[src/rtl/dgc_pkg.sv]
package dgc_pkg;

    localparam int DIGITS_DEF    = 5;
    localparam int GAP_DEF       = 1;
    localparam int LED_COUNT_DEF = 32;

    localparam int GLYPH_W = 4;
    localparam int GLYPH_H = 6;

    localparam logic [31:0] RECIP10 = 32'hCCCC_CCCD;

    typedef logic [3:0] t_digit;

    typedef struct packed {
        logic        ok;
        logic [7:0]  text_column;
        logic [7:0]  base_led;
        logic [23:0] pixel_color;
        logic [7:0]  current_column;
    } t_ctx;

    localparam logic [23:0] FONT [10] = '{
        24'h699960, 24'h26A220, 24'h6924F0, 24'hE161E0, 24'h99F110,
        24'hF861E0, 24'h68E960, 24'hF12480, 24'h696960, 24'h697160
    };

    // Returns the six row pixels of one glyph column, row 0 in bit 0.
    function automatic logic [5:0] glyph_col(t_digit d, logic [1:0] col);
        logic [23:0] bits;
        logic [7:0]  byt;
        logic [2:0]  sh;
        logic [5:0]  m;
        bits = (d < 4'd10) ? FONT[d] : 24'd0;
        m    = '0;
        for (int r = 0; r < GLYPH_H; r++) begin
            byt  = bits[23 - 8 * (r >> 1) -: 8];
            sh   = (((r & 1) != 0) ? 3'd3 : 3'd7) - {1'b0, col};
            m[r] = byt[sh];
        end
        return m;
    endfunction

endpackage

[src/rtl/dgc_render.sv]
module dgc_render #(
    parameter int DIGITS = dgc_pkg::DIGITS_DEF,
    parameter int GAP    = dgc_pkg::GAP_DEF
) (
    input  logic                  i_clk,
    input  logic                  i_rst_n,
    input  logic                  i_en,
    input  logic                  i_valid,
    input  logic [31:0]           i_quot,
    input  logic [DIGITS*4-1:0]   i_digits,
    input  dgc_pkg::t_ctx         i_ctx,
    input  logic [7:0]            i_column_count,
    output logic                  o_valid,
    output logic                  o_drawn,
    output logic [7:0]            o_first_led,
    output logic [5:0]            o_pixel_mask,
    output logic [23:0]           o_color_out
);

    localparam int NW    = $clog2(DIGITS + 1);
    localparam int PITCH = dgc_pkg::GLYPH_W + GAP;

    // Stage A: count of digits kept after leading zeros are dropped, and a check that no quotient is left over.
    logic                r_a_valid;
    logic [NW-1:0]       r_a_n;
    logic [DIGITS*4-1:0] r_a_digits;
    dgc_pkg::t_ctx       r_a_ctx;
    logic [NW-1:0]       n_a_n;
    dgc_pkg::t_ctx       n_a_ctx;

    always_comb begin
        n_a_n = NW'(1);
        for (int j = 1; j < DIGITS; j++) begin
            if (i_digits[4*j +: 4] != 4'd0) begin
                n_a_n = NW'(j + 1);
            end
        end
        n_a_ctx    = i_ctx;
        n_a_ctx.ok = i_ctx.ok && (i_quot == 32'd0);
    end

    // Stage B: which digit glyphs cover the column, and at which glyph column.
    logic                r_b_valid;
    logic [DIGITS-1:0]   r_b_hit;
    logic [DIGITS*2-1:0] r_b_col;
    logic [DIGITS*4-1:0] r_b_digits;
    dgc_pkg::t_ctx       r_b_ctx;
    logic [DIGITS-1:0]   n_b_hit;
    logic [DIGITS*2-1:0] n_b_col;
    logic [7:0]          pos;
    logic [7:0]          start;
    logic [8:0]          stop;
    logic [7:0]          offs;

    always_comb begin
        n_b_hit = '0;
        n_b_col = '0;
        pos     = '0;
        start   = '0;
        stop    = '0;
        offs    = '0;
        for (int j = 0; j < DIGITS; j++) begin
            pos   = 8'(r_a_n) - 8'(j + 1);
            start = r_a_ctx.text_column + 8'(pos * 8'(PITCH));
            stop  = {1'b0, start} + 9'(dgc_pkg::GLYPH_W);
            offs  = r_a_ctx.current_column - start;
            n_b_hit[j] = r_a_ctx.ok && (int'(r_a_n) > j)
                && (r_a_ctx.current_column >= start)
                && ({1'b0, r_a_ctx.current_column} < stop)
                && (stop <= {1'b0, i_column_count});
            n_b_col[2*j +: 2] = offs[1:0];
        end
    end

    // Stage C: glyph lookup and merge into the output register.
    logic                r_valid;
    logic                r_drawn;
    logic [7:0]          r_first_led;
    logic [5:0]          r_pixel_mask;
    logic [23:0]         r_color_out;
    logic [5:0]          n_mask;
    logic                n_drawn;

    always_comb begin
        n_mask = '0;
        for (int j = 0; j < DIGITS; j++) begin
            if (r_b_hit[j]) begin
                n_mask = n_mask | dgc_pkg::glyph_col(r_b_digits[4*j +: 4],
                                                     r_b_col[2*j +: 2]);
            end
        end
        n_drawn = |r_b_hit;
    end

    always_ff @(posedge i_clk) begin
        if (!i_rst_n) begin
            r_a_valid <= 1'b0;
            r_b_valid <= 1'b0;
            r_valid   <= 1'b0;
        end else if (i_en) begin
            r_a_valid <= i_valid;
            r_b_valid <= r_a_valid;
            r_valid   <= r_b_valid;
        end
    end

    always_ff @(posedge i_clk) begin
        if (i_en) begin
            r_a_n        <= n_a_n;
            r_a_digits   <= i_digits;
            r_a_ctx      <= n_a_ctx;
            r_b_hit      <= n_b_hit;
            r_b_col      <= n_b_col;
            r_b_digits   <= r_a_digits;
            r_b_ctx      <= r_a_ctx;
            r_drawn      <= n_drawn;
            r_first_led  <= n_drawn ? r_b_ctx.base_led : 8'd0;
            r_pixel_mask <= n_mask;
            r_color_out  <= n_drawn ? r_b_ctx.pixel_color : 24'd0;
        end
    end

    assign o_valid      = r_valid;
    assign o_drawn      = r_drawn;
    assign o_first_led  = r_first_led;
    assign o_pixel_mask = r_pixel_mask;
    assign o_color_out  = r_color_out;

endmodule

[config.mk]
export PLATFORM = sky130hd
export DESIGN_NAME = dgc_render
export DESIGN_NICKNAME = d
export VERILOG_FILES = /design/src/rtl/dgc_pkg.sv /design/src/rtl/dgc_render.sv
export SDC_FILE = /design/constraint.sdc
export NUM_CORES = 1
export LEC_CHECK = 0
export ABC_AREA = 0
export ABC_CLOCK_PERIOD_IN_PS = 6350
export BUFFER_PORTS_ARGS = -buffer_cell sky130_fd_sc_hd__buf_2
export CORE_ASPECT_RATIO = 1.5
export CORE_MARGIN = 8
export CORE_UTILIZATION = 39
export DETAILED_ROUTE_END_ITERATION = 8
export PLACE_DENSITY = 0.53
export SLEW_MARGIN = 25
export SYNTH_ARGS = -nofsm -noshare
export SYNTH_HDL_FRONTEND = slang
export SYNTH_SLANG_ARGS = --single-unit
[constraint.sdc]
create_clock -name i_clk -period 6.35 [get_ports i_clk]
set_clock_uncertainty 0.05 [all_clocks]
set_input_delay 0.3175 -clock i_clk [delete_from_list [all_inputs] [get_ports i_clk]]
set_output_delay 0.3175 -clock i_clk [all_outputs]
set_load 0.01 [all_outputs]
==> summary.md, run 1 <==
| Metric | Value |
|---|---|
| Post-cts sizing count | 0 |
| Fin cells | 1837 |
| Cells along the critical path | inv_1 -> ha_1 -> inv_1 -> ha_1 -> fa_1 -> ha_1 -> nor2b_1 -> o22ai_1 -> xnor2_1 -> inv_2 -> nor4_1 -> nand2_1 -> xor2_1 -> ha_1 -> o21ai_0 -> nor2_1 -> o22ai_1 -> a31oi_1 -> or4b_1 -> nor4_2 |
| Die height | 240 µm |
| First-pass DRT Iterations | 5 |
| Post-synthesis mux area share | 2.01% |
| Vias/cell | 5.32 |
| Remaining Overflow, GRT | 0 |
| Tightest Pin Transition | 0.898 ns |
| Class of the worst hold path | primary input to flip-flop |
| Ys flop type | edfxtp_1 |
| Startpoint Class | flip-flop |
| DR DRC count | 0 |
| Worst vdd ir | 153 µV |
| Syn. warnings | 0 |
| # setup viols final | 0 |
| Core area | 0.0332 mm² |
| Critical path class | flip-flop to flip-flop |
| Top cell type by total area after synthesis | edfxtp_1 |
| Die width | 165 µm |
| Compound-Gate Fraction of Synth Area | 13.8% |
| Starting density of the core | 39.3% |
| Syn nets | 1553 |
| Clk_lat worst skew | 0.44 ns |
| Main combinational cell family by area after synthesis | adder cells |
| Critical-path top delay cell | edfxtp_1 |
| RD Place Congestion | 0.893 |
| Dpl cells | 1745 |
| Global-route wire length before repair | 51800 µm |
| Post-Synth Adder-Cell Area | 23.5% |
| Die footprint | 0.0397 mm² |
| Sequential element share of the synthesized area | 40.3% |
| Pint | 0.00296 W |
| CP Max Fanout | 10 |
| Vias in the first global route | 10.1k |
| Num ports | 153 |
| Critical path origin | r_a_n[2] |
| CTS clk-pin slew, worst paths | 0.07 ns |
| Post-DP HPWL | 25500 µm |
| Slew margin rel. | 40.1% |
| Cts hold-fix bufs | 60 |
| CTS root buf | clkbuf_16 |
| Reg2Reg Launch Point | r_a_n[2] |
| Most frequent CP cell | ha_1 |
| Share of cells above drive strength 1 | 15.6% |
| Sequential fraction of design power | 31.9% |
| P_leak | 6.58 nW |
| EDFF count, synth | 173 |
| Tmin final | 5.22 ns |
| Comb power frac | 44.7% |
| Max Transition Viols Final | 0 |
| DR iter-0 viols | 435 |
| Fillers | 3137 |
| Initial antenna violation count | 0 |
| Critical Path RT | 6.57 ns |
| Vias post-DR | 9773 |
| Cell depth of the worst min-delay path | 1 |
| RSZ-0062 raised after global routing | false |
| Antenna diode count | 0 |
| Area growth syn-to-layout | 18.3% |
| Clock network power share | 23.4% |
| R2R cell count | 20 |
| Antenna viol nets, final | 0 |
| Top cell type's share of synthesized area | 39.8% |
| Switch share | 38.4% |
| Outcome | complete, no violations |
| Crit path DAT | 5.45 ns |
| Cells after synthesis | 1207 |
| TritonCTS Buffers | 17 |
| Fmax | 191 MHz |
| Crit path buffers/inverters | 3 |
| Hold violation count in the final report | 0 |
| Hold wc startpoint | i_ctx[35] |
| Synth Area in Simple Gates | 11.2% |
| Pwr dens | 312 mW/mm² |
| Seq cells post-synth | 176 |
| CP peak stage delay | 0.66 ns |
| Sink Count | 176 |
| GRT Total Usage | 16.8% |
| NetSw | 0.00184 W |
| Ys async rst share | 0% |
| Buffers on Ports | 151 |
| Routed wire per std cell | 18.0 µm |
| Largest net degree at the start of global routing | 93 |
| Critical path depth | 20 |
| Worst setup EP type | flip-flop |
| Core Rows | 82 |
| Mapped cell area | 0.0130 mm² |
| Post-CTS Setup Inserts | 0 |
| CTS tree | yes |
| Hold_ws | 0.0298 ns |
| Post-Synth XOR/XNOR Area | 4.45% |
| Mean post-synth cell area | 10.8 µm² |
| Delay-heaviest family, CP | adder cells |
| Synth unique cells | 78 |
| Final setup TNS | 0 ns |
| Area contributors post-synth | edfxtp_1 (40%), ha_1 (21%), inv_1 (3.3%) |
| H-tree Lvls | 4 |
| Layout net count | 1750 |
| DRT Wirelength | 33100 µm |
| Final Cycle Share | 82.3% |
| Max Cap Viol | 0 |
| Max Root-Sink Buffers | 2 |
==> worst reg2reg max path: stages, from the launching register on <==
cell	delay, ns
edfxtp_1	0.66
inv_1	0.31
ha_1	0.36
inv_1	0.08
ha_1	0.21
fa_1	0.47
ha_1	0.35
nor2b_1	0.20
o22ai_1	0.12
xnor2_1	0.23
inv_2	0.09
nor4_1	0.23
nand2_1	0.14
xor2_1	0.18
ha_1	0.31
o21ai_0	0.08
nor2_1	0.06
o22ai_1	0.16
a31oi_1	0.06
or4b_1	0.54
nor4_2	0.22
==> metal layers <==
layer	vias to the layer above	wire [µm]	GRT usage [%]
met1	4643	12700	17.7
met2	213	18000	31.8
met4	0	1280	8.36
met5	-	0	0
li1	4848	-	-
met3	69	1090	2.45
==> final cells by class <==
| class | count | area [µm²] | area share (%) |
|---|---|---|---|
| well taps | 420 | 526 | 3.40 |
| repair buffers | 214 | 1390 | 9.00 |
| inverters | 120 | 450 | 2.92 |
| multi-input cells | 875 | 7170 | 46.5 |
| clock inverters | 15 | 215 | 1.39 |
| flip-flops and latches | 176 | 5260 | 34.0 |
| clock buffers | 17 | 425 | 2.76 |
==> power groups by stage <==
| stage | Sequential [W] | Clock, W | Combinational, W |
|---|---|---|---|
| 3_5_place_dp | 0.00156 | 0 | 0.00212 |
| 4_1_cts | 0.00153 | 0.00117 | 0.00217 |
| 5_1_grt | 0.00155 | 0.00120 | 0.00248 |
| 6_report | 0.00153 | 0.00113 | 0.00215 |
| 3_3_place_gp | 0.00156 | 0 | 0.00209 |
| 2_1_floorplan | 0.00150 | 0 | 0.00162 |
==> per-stage QoR <==
stage	instance area [µm²]	utilization, %	setup slack (ns)	power, W
after floorplan	13000	-	1.74	0.00311
after CTS	15400	46.4	1.12	0.00487
after global placement	14200	42.7	1.27	0.00365
after global routing	15400	46.4	0.760	0.00523
after detailed placement	14200	42.7	1.12	0.00368
final	15400	46.4	1.13	0.00481
==> cell families after synthesis <==
logic type,Yosys count
buffers and inverters,156
adders and majority gates,234
AOI/OAI and AO/OA,279
xor gates and xnor gates,62
DFF,176
muxes,25
and+or+nand+nor,274
other,1
==> final timing paths <==
check / slack, ns / end
max: 1.13 / r_b_hit[1]
max reg2reg: 1.13 / r_b_hit[1]
min: 0.03 / r_a_ctx[35]
min reg2reg: 0.37 / r_b_digits[17]
==> sequential cells by signal, summed over array words and instances, names as in the netlist, 3 cells and up <==
| register | flops |
|---|---|
| r_a_digits | 20 |
| r_b_digits | 20 |
| o_first_led | 8 |
| o_color_out | 24 |
| o_pixel_mask | 5 |
| r_a_ctx | 49 |
| r_b_col | 6 |
| r_a_n | 3 |
| r_b_hit | 5 |
| r_b_ctx | 32 |
==> Yosys cell counts (14+ instances only) <==
cell type and instances:
ha_1 215, xor2_1 18, nor2_1 71, nor4_1 21, nand2b_1 14, a21oi_1 64, nand3_1 16, mux2i_1 18
fa_1 18, o21ai_0 68, nand2_1 33, edfxtp_1 173, buf_2 17, o22ai_1 16, inv_1 114, a211oi_1 24
xnor2_1 39, nor2b_1 46, nor3_1 22
==> layout by cell type, fill, tap and decap left out, types with 9 or more instances in the layout <==
| cell | n |
|---|---|
| nand4_1 | 13 |
| o211ai_1 | 11 |
| xnor2_1 | 39 |
| inv_1 | 114 |
| dlygate4sd3_1 | 60 |
| nor2_1 | 70 |
| buf_2 | 150 |
| nor4_1 | 21 |
| a211oi_1 | 24 |
| o22ai_1 | 16 |
| o21a_1 | 11 |
| o221ai_1 | 9 |
| clkbuf_16 | 17 |
| fa_1 | 18 |
| mux2i_1 | 18 |
| nand3_1 | 16 |
| edfxtp_1 | 173 |
| nand2_1 | 33 |
| o21bai_1 | 13 |
| a21oi_1 | 64 |
| nor2b_1 | 46 |
| o21ai_0 | 68 |
| nand2b_1 | 14 |
| xor2_1 | 18 |
| ha_1 | 215 |
| nor3_1 | 22 |
Note: power is estimated with default switching activity, not from simulation.
==> run 2: changes to the inputs <==
- ABC_CLOCK_PERIOD_IN_PS: 6350 -> 4700
- PLACE_DENSITY: 0.53 -> 0.55
- clock period: 6.35 -> 4.7 ns (I/O delays scaled with it)
==> run 2 against run 1 <==
Against the previous run:
- count of clock-buffer cells in the layout stayed put
- utilization is 1.5 points higher
- flip-flop and latch count stayed put
- clock power is 23% higher
==> summary.md, run 2 (synthesis gave the netlist of run 1 again) <==
| Metric | Value |
|---|---|
| Outcome | complete, no violations |
| Max Root-Sink Buffers | 2 |
| Sequential standard cell area | 0.00526 mm² |
| Clk_lat worst skew | 0.45 ns |
| Multi-input logic area | 0.00739 mm² |
| Reg2Reg Launch Point | r_a_n[2] |
| Vias/cell | 5.27 |
| Most frequent cells in the layout | ha_1 (205), edfxtp_1 (173), buf_2 (150), inv_1 (109) |
| First-pass DRT Iterations | 5 |
| P_leak | 6.78 nW |
| Tightest Pin Transition | 0.938 ns |
| Pre-CTS worst setup slack | -0.00153 ns |
| # setup viols final | 0 |
| Delay-heaviest family, CP | adder cells |
| Num ports | 153 |
| Routed wire per std cell | 17.5 µm |
| Critical path class | flip-flop to flip-flop |
| Largest net degree at the start of global routing | 99 |
| Tmin final | 4.54 ns |
| R2R Setup Slk | 0.16 ns |
| PnR worst setup slack | 0.156 ns |
| Final Cycle Share | 96.7% |
| Area growth syn-to-layout | 22.1% |
| Hold_ws | 0.0983 ns |
| Antenna diode count | 0 |
| Starting density of the core | 39.3% |
| Commonest non-fill, non-tap cell in the layout | ha_1 |
| Global-route wire length before repair | 50800 µm |
| Crit path buffers/inverters | 4 |
| CTS tree | yes |
| Startpoint Class | flip-flop |
| R2R cell count | 20 |
| Slew margin rel. | 37.5% |
| Worst vdd ir | 222 µV |
| DR iter-0 viols | 379 |
| Worst setup EP type | flip-flop |
| H-tree Lvls | 4 |
| Share of cells above drive strength 1 | 19.6% |
| Fillers | 3168 |
| Critical path origin | r_a_n[2] |
| Pwr dens | 413 mW/mm² |
| Crit path DAT | 4.76 ns |
| CTS root buf | clkbuf_16 |
| Max Cap Viol | 0 |
| Cell depth of the worst min-delay path | 3 |
| CP peak stage delay | 0.52 ns |
| Core area | 0.0332 mm² |
| Initial antenna violation count | 0 |
| Total power | 0.00657 W |
| Die width | 165 µm |
| Layout net count | 1791 |
| Fmax | 220 MHz |
| Sink Count | 176 |
| Vias post-DR | 9889 |
| Max reg flops | 49 |
| Final core occ | 47.9% |
| Buffers on Ports | 151 |
| DRT Wirelength | 32800 µm |
| Remaining Overflow, GRT | 0 |
| RD Place Congestion | 0.910 |
| Hold wc startpoint | i_quot[18] |
| CTS clk-pin slew, worst paths | 0.09 ns |
| Hold violation count in the final report | 0 |
| Core Rows | 82 |
| Critical Path RT | 4.92 ns |
| Die footprint | 0.0397 mm² |
| DR DRC count | 0 |
| Post-DP HPWL | 25300 µm |
| Cells along the critical path | inv_4 -> ha_4 -> inv_2 -> ha_2 -> fa_1 -> ha_4 -> nor2b_4 -> o22ai_4 -> xnor2_2 -> inv_2 -> nor4_2 -> nand2_1 -> xor2_1 -> ha_1 -> buf_4 -> nand4_1 -> o22ai_1 -> a31oi_1 -> or4b_1 -> nor4_2 |
| CP Max Fanout | 6 |
| Antenna viol nets, final | 0 |
| Reg with most FFs | r_a_ctx |
| TritonCTS Buffers | 17 |
| Critical-path top delay cell | or4b_1 |
| Vias in the first global route | 9965 |
| Class of the worst hold path | primary input to flip-flop |
| GRT Total Usage | 16.5% |
| Die height | 240 µm |
| Critical path depth | 20 |
| Max Transition Viols Final | 0 |
## run 2: repair_timing
action	in CTS	in global routing
setup buffers	0	12
hold buffers	70	0
setup endpoints to repair	1	5
pin swaps	0	23
gates resized for setup	1	41
endpoints found under the hold margin	71	0
## run 2: final cells by class
class	instances	share of cell area [%]
tap	420	3.30
sequential	176	33.0
clock buffer	17	2.67
inverter	120	2.84
timing repair buffer	255	10.9
clock inverter	14	0.927
multi-input combinational	875	46.4
## run 2: per-layer routing
layer | track usage (%) | vias to the layer above | share of wire (%)
met4 | 6.73 | 0 | 3.6
met1 | 17.6 | 4711 | 39
met2 | 31.1 | 191 | 55
li1 | - | 4929 | -
met5 | 0 | - | 0
met3 | 2.72 | 58 | 3.1
## run 2: stage by stage
step                std cells   TNS, ns  cell area, µm²
CTS                      1865         0           15600
global route             1877   -0.0611           15900
finish                   1877         0           15900
global placement         1764         0           14300
floorplan                1207         0           13000
detailed placement       1764  -0.00153           14300
## run 2: worst paths after layout
kind | end
setup / recovery | r_b_hit[1]
hold / removal | r_a_ctx[48]
setup reg to reg | r_b_hit[1]
hold reg to reg | r_b_ctx[33]
## run 2: power breakdown
group | switching [W] | internal [W] | total [W] | leakage (nW)
Sequential | 0.000168 | 0.00190 | 0.00207 | 1.73
Combinational | 0.00168 | 0.00143 | 0.00311 | 4.77
Clock | 0.000689 | 0.000705 | 0.00139 | 0.283
## run 2: worst min-delay path, cell delays in order
cell	delay [ns]
buf_2	0.07
or3_1	0.09
nor3_1	0.04
